`src/rtl/core/ptts_pkg.sv`:
```
// ----------------------------------------------------------------------------
// ptts_pkg: shared types and constants of the periodic task tick scheduler
// Slot table sizing, operation and status codes, payload structs.
// ----------------------------------------------------------------------------
package ptts_pkg;

	localparam int MAX_TASKS = 16;
	localparam int IDX_W     = (MAX_TASKS > 1) ? $clog2(MAX_TASKS) : 1;
	localparam int CNT_W     = IDX_W + 1;

	localparam int FIRE_W    = 16;
	localparam int SLOT_W    = 4;
	localparam int TS_W      = 32;
	localparam int ID_W      = 64;
	localparam int ARG_W     = 64;
	localparam int KEY_W     = ID_W + ARG_W;
	localparam int PERIOD_W  = 32;

	localparam logic [1:0] OP_TICK   = 2'd0;
	localparam logic [1:0] OP_ADD    = 2'd1;
	localparam logic [1:0] OP_REMOVE = 2'd2;
	localparam logic [1:0] OP_RUN    = 2'd3;

	localparam logic [1:0] ST_OK       = 2'd0;
	localparam logic [1:0] ST_NO_SPACE = 2'd1;
	localparam logic [1:0] ST_NO_MATCH = 2'd2;

	typedef struct packed {
		logic [1:0]                 operation;
		logic signed [TS_W-1:0]     tick_increment;
		logic [ID_W-1:0]            handler_id;
		logic [ARG_W-1:0]           handler_arg;
		logic [PERIOD_W-1:0]        task_period;
	} sched_in_t;

	typedef struct packed {
		logic [FIRE_W-1:0] fire_mask;
		logic [SLOT_W-1:0] slot_index;
		logic [1:0]        status;
		logic [TS_W-1:0]   timestamp;
	} sched_out_t;

endpackage

```
`src/rtl/core/periodic_task_tick_scheduler.sv`:
```
// ----------------------------------------------------------------------------
// periodic_task_tick_scheduler: table of periodic task slots
// Items are taken only while idle; each operation walks all slots once through
// the single read port of the slot RAMs, and no new item is taken until the
// result has been loaded into the output register.
// A finished result waiting in the output register stalls only the last step.
// Reset: asynchronous; all slots invalid, clock at zero; slot RAMs not cleared.
// ----------------------------------------------------------------------------
module periodic_task_tick_scheduler (
	input  logic                  clk,
	input  logic                  arst_n,
	input  logic                  in_valid,
	output logic                  in_ready,
	input  ptts_pkg::sched_in_t   in_data,
	output logic                  out_valid,
	input  logic                  out_ready,
	output ptts_pkg::sched_out_t  out_data
);

	localparam logic [1:0] S_IDLE = 2'd0;
	localparam logic [1:0] S_WALK = 2'd1;
	localparam logic [1:0] S_FIN  = 2'd2;

	logic [1:0]                      state_q;
	logic [ptts_pkg::CNT_W-1:0]      issue_q;
	logic                            vld_s1;
	logic [ptts_pkg::IDX_W-1:0]      idx_s1;
	logic [ptts_pkg::MAX_TASKS-1:0]  valid_q;
	logic                            found_q;
	logic [ptts_pkg::IDX_W-1:0]      hit_idx_q;
	logic [ptts_pkg::FIRE_W-1:0]     mask_q;
	logic [ptts_pkg::TS_W-1:0]       ts_q;
	logic                            out_valid_q;
	ptts_pkg::sched_out_t            out_q;

	logic [1:0]                      op_q;
	logic [ptts_pkg::KEY_W-1:0]      key_q;
	logic [ptts_pkg::PERIOD_W-1:0]   period_q;

	logic [ptts_pkg::KEY_W-1:0]      key_rd;
	logic [ptts_pkg::PERIOD_W-1:0]   per_rd;
	logic [ptts_pkg::PERIOD_W-1:0]   cnt_rd;
	logic [ptts_pkg::PERIOD_W-1:0]   dec;
	logic [ptts_pkg::PERIOD_W-1:0]   cnt_wd;
	logic                            cnt_we;
	logic                            key_we;
	logic                            hit;
	logic                            fire;
	logic                            slot_v;
	logic                            key_hit;
	logic                            accept;
	logic                            issuing;
	logic                            can_load;
	logic [ptts_pkg::IDX_W-1:0]      rd_addr;
	logic [1:0]                      fin_status;

	assign accept   = in_valid && in_ready;
	assign in_ready = (state_q == S_IDLE);
	assign issuing  = (state_q == S_WALK) &&
	                  (issue_q != ptts_pkg::CNT_W'(ptts_pkg::MAX_TASKS));
	assign rd_addr  = issue_q[ptts_pkg::IDX_W-1:0];
	assign can_load = !out_valid_q || out_ready;

	ptts_ram #(.WIDTH(ptts_pkg::KEY_W), .DEPTH(ptts_pkg::MAX_TASKS)) u_key_ram (
		.clk   (clk),
		.we    (key_we),
		.waddr (idx_s1),
		.wdata (key_q),
		.raddr (rd_addr),
		.rdata (key_rd)
	);

	ptts_ram #(.WIDTH(ptts_pkg::PERIOD_W), .DEPTH(ptts_pkg::MAX_TASKS)) u_per_ram (
		.clk   (clk),
		.we    (key_we),
		.waddr (idx_s1),
		.wdata (period_q),
		.raddr (rd_addr),
		.rdata (per_rd)
	);

	ptts_ram #(.WIDTH(ptts_pkg::PERIOD_W), .DEPTH(ptts_pkg::MAX_TASKS)) u_cnt_ram (
		.clk   (clk),
		.we    (cnt_we),
		.waddr (idx_s1),
		.wdata (cnt_wd),
		.raddr (rd_addr),
		.rdata (cnt_rd)
	);

	// Per-slot step of the walk: one decrement, one key compare
	always_comb begin
		dec     = cnt_rd - ptts_pkg::PERIOD_W'(1);
		slot_v  = valid_q[idx_s1];
		key_hit = slot_v && (key_rd == key_q);
		cnt_we  = 1'b0;
		cnt_wd  = dec;
		key_we  = 1'b0;
		hit     = 1'b0;
		fire    = 1'b0;
		if (vld_s1 && !found_q) begin
			case (op_q)
				ptts_pkg::OP_TICK: begin
					if (slot_v) begin
						cnt_we = 1'b1;
						if (dec == '0) begin
							cnt_wd = per_rd;
							fire   = 1'b1;
						end
					end
				end
				ptts_pkg::OP_ADD: begin
					if (!slot_v) begin
						cnt_we = 1'b1;
						cnt_wd = ptts_pkg::PERIOD_W'(1);
						key_we = 1'b1;
						hit    = 1'b1;
					end
				end
				ptts_pkg::OP_REMOVE: begin
					hit = key_hit;
				end
				ptts_pkg::OP_RUN: begin
					if (key_hit) begin
						hit    = 1'b1;
						fire   = 1'b1;
						cnt_we = 1'b1;
						cnt_wd = per_rd;
					end
				end
				default: begin
				end
			endcase
		end
	end

	always_comb begin
		fin_status = ptts_pkg::ST_OK;
		if (!found_q && op_q == ptts_pkg::OP_ADD) begin
			fin_status = ptts_pkg::ST_NO_SPACE;
		end else if (!found_q && op_q == ptts_pkg::OP_REMOVE) begin
			fin_status = ptts_pkg::ST_NO_MATCH;
		end
	end

	// Item payload, held for the whole walk
	always_ff @(posedge clk) begin
		if (accept) begin
			op_q     <= in_data.operation;
			key_q    <= {in_data.handler_id, in_data.handler_arg};
			period_q <= in_data.task_period;
		end
		if (state_q == S_FIN && can_load) begin
			out_q.fire_mask  <= mask_q;
			out_q.slot_index <= ptts_pkg::SLOT_W'(hit_idx_q);
			out_q.status     <= fin_status;
			out_q.timestamp  <= ts_q;
		end
	end

	always_ff @(posedge clk or negedge arst_n) begin
		if (!arst_n) begin
			state_q     <= S_IDLE;
			issue_q     <= '0;
			vld_s1      <= 1'b0;
			idx_s1      <= '0;
			valid_q     <= '0;
			found_q     <= 1'b0;
			hit_idx_q   <= '0;
			mask_q      <= '0;
			ts_q        <= '0;
			out_valid_q <= 1'b0;
		end else begin
			// drop the taken result unless a new one is loaded in its place
			if (out_valid_q && out_ready && !(state_q == S_FIN && can_load)) begin
				out_valid_q <= 1'b0;
			end
			case (state_q)
				S_IDLE: begin
					if (accept) begin
						if (in_data.operation == ptts_pkg::OP_TICK &&
						    in_data.tick_increment > 32'sd0) begin
							ts_q <= ts_q + unsigned'(in_data.tick_increment);
						end
						issue_q   <= '0;
						vld_s1    <= 1'b0;
						found_q   <= 1'b0;
						hit_idx_q <= '0;
						mask_q    <= '0;
						state_q   <= S_WALK;
					end
				end
				S_WALK: begin
					vld_s1 <= issuing;
					if (issuing) begin
						idx_s1  <= rd_addr;
						issue_q <= issue_q + ptts_pkg::CNT_W'(1);
					end else if (!vld_s1) begin
						state_q <= S_FIN;
					end
					if (hit) begin
						found_q   <= 1'b1;
						hit_idx_q <= idx_s1;
						if (op_q == ptts_pkg::OP_ADD) begin
							valid_q[idx_s1] <= 1'b1;
						end else if (op_q == ptts_pkg::OP_REMOVE) begin
							valid_q[idx_s1] <= 1'b0;
						end
					end
					// only slots inside the output width show up in the mask
					for (int j = 0; j < ptts_pkg::FIRE_W; j++) begin
						if (fire && ptts_pkg::CNT_W'(idx_s1) == ptts_pkg::CNT_W'(j)) begin
							mask_q[j] <= 1'b1;
						end
					end
				end
				S_FIN: begin
					if (can_load) begin
						out_valid_q <= 1'b1;
						state_q     <= S_IDLE;
					end
				end
				default: begin
					state_q <= S_IDLE;
				end
			endcase
		end
	end

	assign out_valid = out_valid_q;
	assign out_data  = out_q;

endmodule

```
`src/rtl/core/ptts_ram.sv`:
```
// ----------------------------------------------------------------------------
// ptts_ram: generic single-write, single-read RAM
// One write port and one read port, read data registered.
// ----------------------------------------------------------------------------
module ptts_ram #(
	parameter int WIDTH = 32,
	parameter int DEPTH = 16
) (
	input  logic                                       clk,
	input  logic                                       we,
	input  logic [((DEPTH > 1) ? $clog2(DEPTH) : 1)-1:0] waddr,
	input  logic [WIDTH-1:0]                           wdata,
	input  logic [((DEPTH > 1) ? $clog2(DEPTH) : 1)-1:0] raddr,
	output logic [WIDTH-1:0]                           rdata
);

	logic [WIDTH-1:0] mem_q [DEPTH];
	logic [WIDTH-1:0] rdata_q;

	always_ff @(posedge clk) begin
		if (we) begin
			mem_q[waddr] <= wdata;
		end
		rdata_q <= mem_q[raddr];
	end

	assign rdata = rdata_q;

endmodule

```
`config.mk`:
```
export PLATFORM = sky130hd
export DESIGN_NAME = periodic_task_tick_scheduler
export DESIGN_NICKNAME = d
export VERILOG_FILES = /design/src/rtl/core/ptts_pkg.sv /design/src/rtl/core/periodic_task_tick_scheduler.sv /design/src/rtl/core/ptts_ram.sv
export SDC_FILE = /design/constraint.sdc
export NUM_CORES = 2
export LEC_CHECK = 0
export BUFFER_PORTS_ARGS = -buffer_cell sky130_fd_sc_hd__buf_4
export CAP_MARGIN = 10
export CORE_AREA = 2 2 670 672
export CTS_CLUSTER_SIZE = 25
export DETAILED_ROUTE_END_ITERATION = 12
export DIE_AREA = 0 0 672 674
export GPL_TIMING_DRIVEN = 1
export HOLD_SLACK_MARGIN = 0.05
export PLACE_DENSITY_LB_ADDON = 0.3
export SLEW_MARGIN = 20
export SYNTH_ARGS = -nofsm -noshare
export SYNTH_HDL_FRONTEND = slang
export SYNTH_SLANG_ARGS = --single-unit
export TNS_END_PERCENT = 20
```
`constraint.sdc`:
```
create_clock -name clk -period 9.4 [get_ports clk]
set_clock_uncertainty 0.05 [all_clocks]
set_input_delay 0.47 -clock clk [delete_from_list [all_inputs] [get_ports clk]]
set_output_delay 0.47 -clock clk [all_outputs]
set_load 0.05 [all_outputs]
```
==> out/results.txt <==
die width: 672 um
H-Tree Depth: 5
#FFs+latches synth: 3562
static leakage: 49.38 nW
register area share after synthesis: 0.7856
YS warnings: 0
CTS Sinks: 3562
Max VDD drop: 0.0002252 V
clock group share of total power: 0.341
Post-DP Area: 143100 um2
type of the tightest min-delay check: in2reg
Met3 Wirelength: 14.84 mm
drt pass-1 iters: 5
min-delay src: in_data[191]
Max Fclk: 0.1674 GHz
PD cells: 272.5 nW/um2
crit-path max FO: 17
clk slew on worst S/H paths: 60 ps
area grow syn2layout: 18.23%
status: complete, no violations
crit start category: flop
final cell count without fillers: 12600
fin nets: 6556
CTS max path bufs: 4
post-placement cell count: 11690
cell area after layout: 157500 um2
Clk Latency, worst-skew pair: 940 ps
fin crit share: 0.6355
vias after detailed routing: 60840
sequential power share: 0.442
fraction of registers with async set/reset: 0.02302
EDFF count, synth: 3288
Worst R2R End: u_cnt_ram.mem_q[5][7]$_DFFE_PP_
Final Max Tran Viols: 0
Core Area: 446600 um2
# rows: 246
DR WL/cell: 26.49 um
drc violations: 0
DIE AREA: 452900 um2
sw power: 11.38 mW
post-synthesis average cell area: 23.64 um2
RSZ-0062 raised after global routing: false
CP endpoint kind: flop
postcts setup bufs: 0
Final Power: 42.92 mW
routed length on met1: 145.3 mm
Crit Path Category: reg2reg
wire length on met2: 166.2 mm
CTS Root Cell: clkbuf_16
CTS tree: built
Hold Violations, Final: 0
syn nets: 5872
gr usage total: 0.1449
P_int: 31.54 mW
Comb pwr share: 0.217
Boundary Pins: 254
minimum clock period: 5974 ps
first-pass GRT wire length: 476.8 mm
Worst R2R Path Depth: 10
final weighted congestion in routability-driven placement: 0.7375
Highest Signal Layer: met5
initial antenna violation count: 34
grt total ovfl: 0
final setup vio count: 0
crit path setup slack, layout: 3426 ps
reg2reg start: key_q[32]$_DFFE_PP_
Cell variety after synth: 73
R2R setup slack: 3430 ps
Worst Tran Pin Value: 1144 ps
hold endpoint: ts_q[31]$_DFFE_PN0P_
largest net degree at the start of global routing: 134
Mapped Area: 133200 um2
vias in the first global route: 64010
TritonCTS buffer count: 373
headroom to the max-slew limit: 0.2376
worst hold stages: 5
Net Sw Frac: 0.2651
Worst EP required: 9910 ps
initial core utilization: 0.2982
share of cells above drive strength 1: 0.2970
PortBufs: 253
Max-Cap Viols: 0
Iter 0 DRT Violations: 5548
Crit path arrival time: 6490 ps
antenna viol nets, final: 0
Via density: 4.830
ys flop type: edfxtp_1
Die Span Y: 674 um
final wirelength: 333.6 mm
post-DP HPWL: 175.2 mm
dpl ws: 3326 ps
post-route setup TNS: 0 ps
Synth Instances: 5634
-- cell usage after synthesis, drive strengths merged (5+ instances only) --
| master | instances | area share |
|---|---|---|
| o31ai | 10 | 0.00056 |
| xnor2 | 30 | 0.0020 |
| a22o | 20 | 0.0013 |
| o2bb2ai | 30 | 0.0020 |
| a2111oi | 7 | 0.00070 |
| dfxtp | 192 | 0.029 |
| and3 | 6 | 0.00028 |
| nand3 | 32 | 0.0012 |
| o211ai | 6 | 0.00034 |
| nor2 | 79 | 0.0022 |
| nor4 | 55 | 0.0026 |
| a31oi | 7 | 0.00033 |
| or3 | 10 | 0.00051 |
| buf | 47 | 0.0016 |
| dfrtp | 82 | 0.015 |
| a211oi | 6 | 0.00034 |
| ha | 39 | 0.0037 |
| inv | 32 | 0.00090 |
| nor3 | 27 | 0.0011 |
| nand2b | 8 | 0.00038 |
| mux2 | 17 | 0.0014 |
| nand4 | 18 | 0.00085 |
| mux4 | 965 | 0.16 |
| nand2 | 87 | 0.0025 |
| a21o | 15 | 0.00085 |
| clkbuf | 213 | 0.0060 |
| a21oi | 27 | 0.0010 |
| xor2 | 145 | 0.0095 |
| and2 | 7 | 0.00033 |
| edfxtp | 3288 | 0.74 |
| o21a | 7 | 0.00039 |
| o21ai | 49 | 0.0018 |
| nor2b | 5 | 0.00023 |
-- per-layer routing --
layer	vias up	global-route usage
met4	2	0.03334
met5	-	0
met3	447	0.01789
met1	33410	0.1999
li1	25390	-
met2	1587	0.2451
-- cells in the final DEF, fill, tap and decap left out, types with 10 or more instances in the layout --
cell type and count:
edfxtp_1 3288, mux4_2 965, clkbuf_16 380, buf_4 330, dlygate4sd3_1 204, dfxtp_1 192
xor2_1 145, clkbuf_1 96, nand2_1 87, dfrtp_1 78, clkinv_2 71, nor4_1 50
clkinv_1 49, nor2_1 47, o21ai_0 47, clkbuf_8 46, ha_1 39, buf_12 33
nor2_4 32, inv_1 31, nand3_1 31, xnor2_1 30, bufinv_16 27, nor3_1 26
a21oi_1 26, o2bb2ai_1 21, a22o_1 20, nand4_1 18, mux2_2 17, a21o_1 15
o31ai_1 10
-- how the worst max path moves through the flow --
stage	startpoint	to
3_5_place_dp	key_q[29]$_DFFE_PP_	u_cnt_ram.mem_q[5][16]$_DFFE_PP_
2_1_floorplan	idx_s1[0]$_DFFE_PN0P_	u_key_ram.mem_q[11][0]$_DFFE_PP_
3_3_place_gp	key_q[32]$_DFFE_PP_	u_cnt_ram.mem_q[7][16]$_DFFE_PP_
6_report	key_q[32]$_DFFE_PP_	u_cnt_ram.mem_q[5][7]$_DFFE_PP_
5_1_grt	key_q[29]$_DFFE_PP_	u_cnt_ram.mem_q[5][7]$_DFFE_PP_
4_1_cts	key_q[64]$_DFFE_PP_	u_cnt_ram.mem_q[5][7]$_DFFE_PP_
-- final cells by class --
type                    count  area [um2]
clock buffers             522       10500
well taps                5952        7447
fillers                 40810      289100
diodes                      4       10.01
multi-input cells        1780       27820
repair buffers            569        5219
inverters                  32       127.6
clock inverters           174        1699
flip-flops and latches   3562      104600
-- power groups by stage --
stage	registers (mW)	clock network, mW	logic (mW)
floorplan	18.9	0	6.98
global placement	19.3	0	9.43
detailed placement	19.3	0	9.44
CTS	19.0	15.0	9.57
global route	19.0	15.6	10.0
finish	19.0	14.6	9.33
-- kinds of logic (layout without fill, tap and decap cells) --
group / after synthesis / after routing / share of synthesized area
DFF: 3562 / 3562 / 0.7856
adders and majority gates: 40 / 40 / 0.003814
muxes: 982 / 982 / 0.1646
xor gates and xnor gates: 175 / 175 / 0.01151
and+or+nand+nor: 370 / 370 / 0.01450
AOI/OAI and AO/OA: 213 / 213 / 0.01151
other: 0 / 4 / 0
buffers and inverters: 292 / 1297 / 0.008502
-- repair_timing --
action / 4_1_cts / 5_1_grt
endpoints found under the hold margin: 300 / 0
hold buffers: 204 / 0
resized for setup: 0 / 0
-- through the flow --
stage               hold slack [ps]    util
finish                        159.8  0.3526
global route                  150.8  0.3526
CTS                           56.02  0.3523
detailed placement            266.7  0.3205
global placement              260.3  0.3205
floorplan                     124.4       -
-- state kept, by name, summed over array words and instances (netlist names), 2 cells and up, named ones only --
register and count:
issue_q 5, u_key_ram.rdata 128, op_q 2, state_q 2, hit_idx_q 4, period_q 32
u_key_ram.mem_q 2048, mask_q 16, u_per_ram.rdata 32, out_data 54, key_q 128, ts_q 32
u_cnt_ram.rdata 32, idx_s1 4, u_cnt_ram.mem_q 512, u_per_ram.mem_q 512
-- critical path, cell delays in order (launching register included) --
cell	delay [ps]
edfxtp_1	650
xor2_1	360
nor4_1	760
nand4_1	440
nor4_2	1000
buf_4	270
and3_1	190
nand2_1	160
a31o_2	520
nor2_4	690
buf_4	460
(Power assumes the default switching activity.)
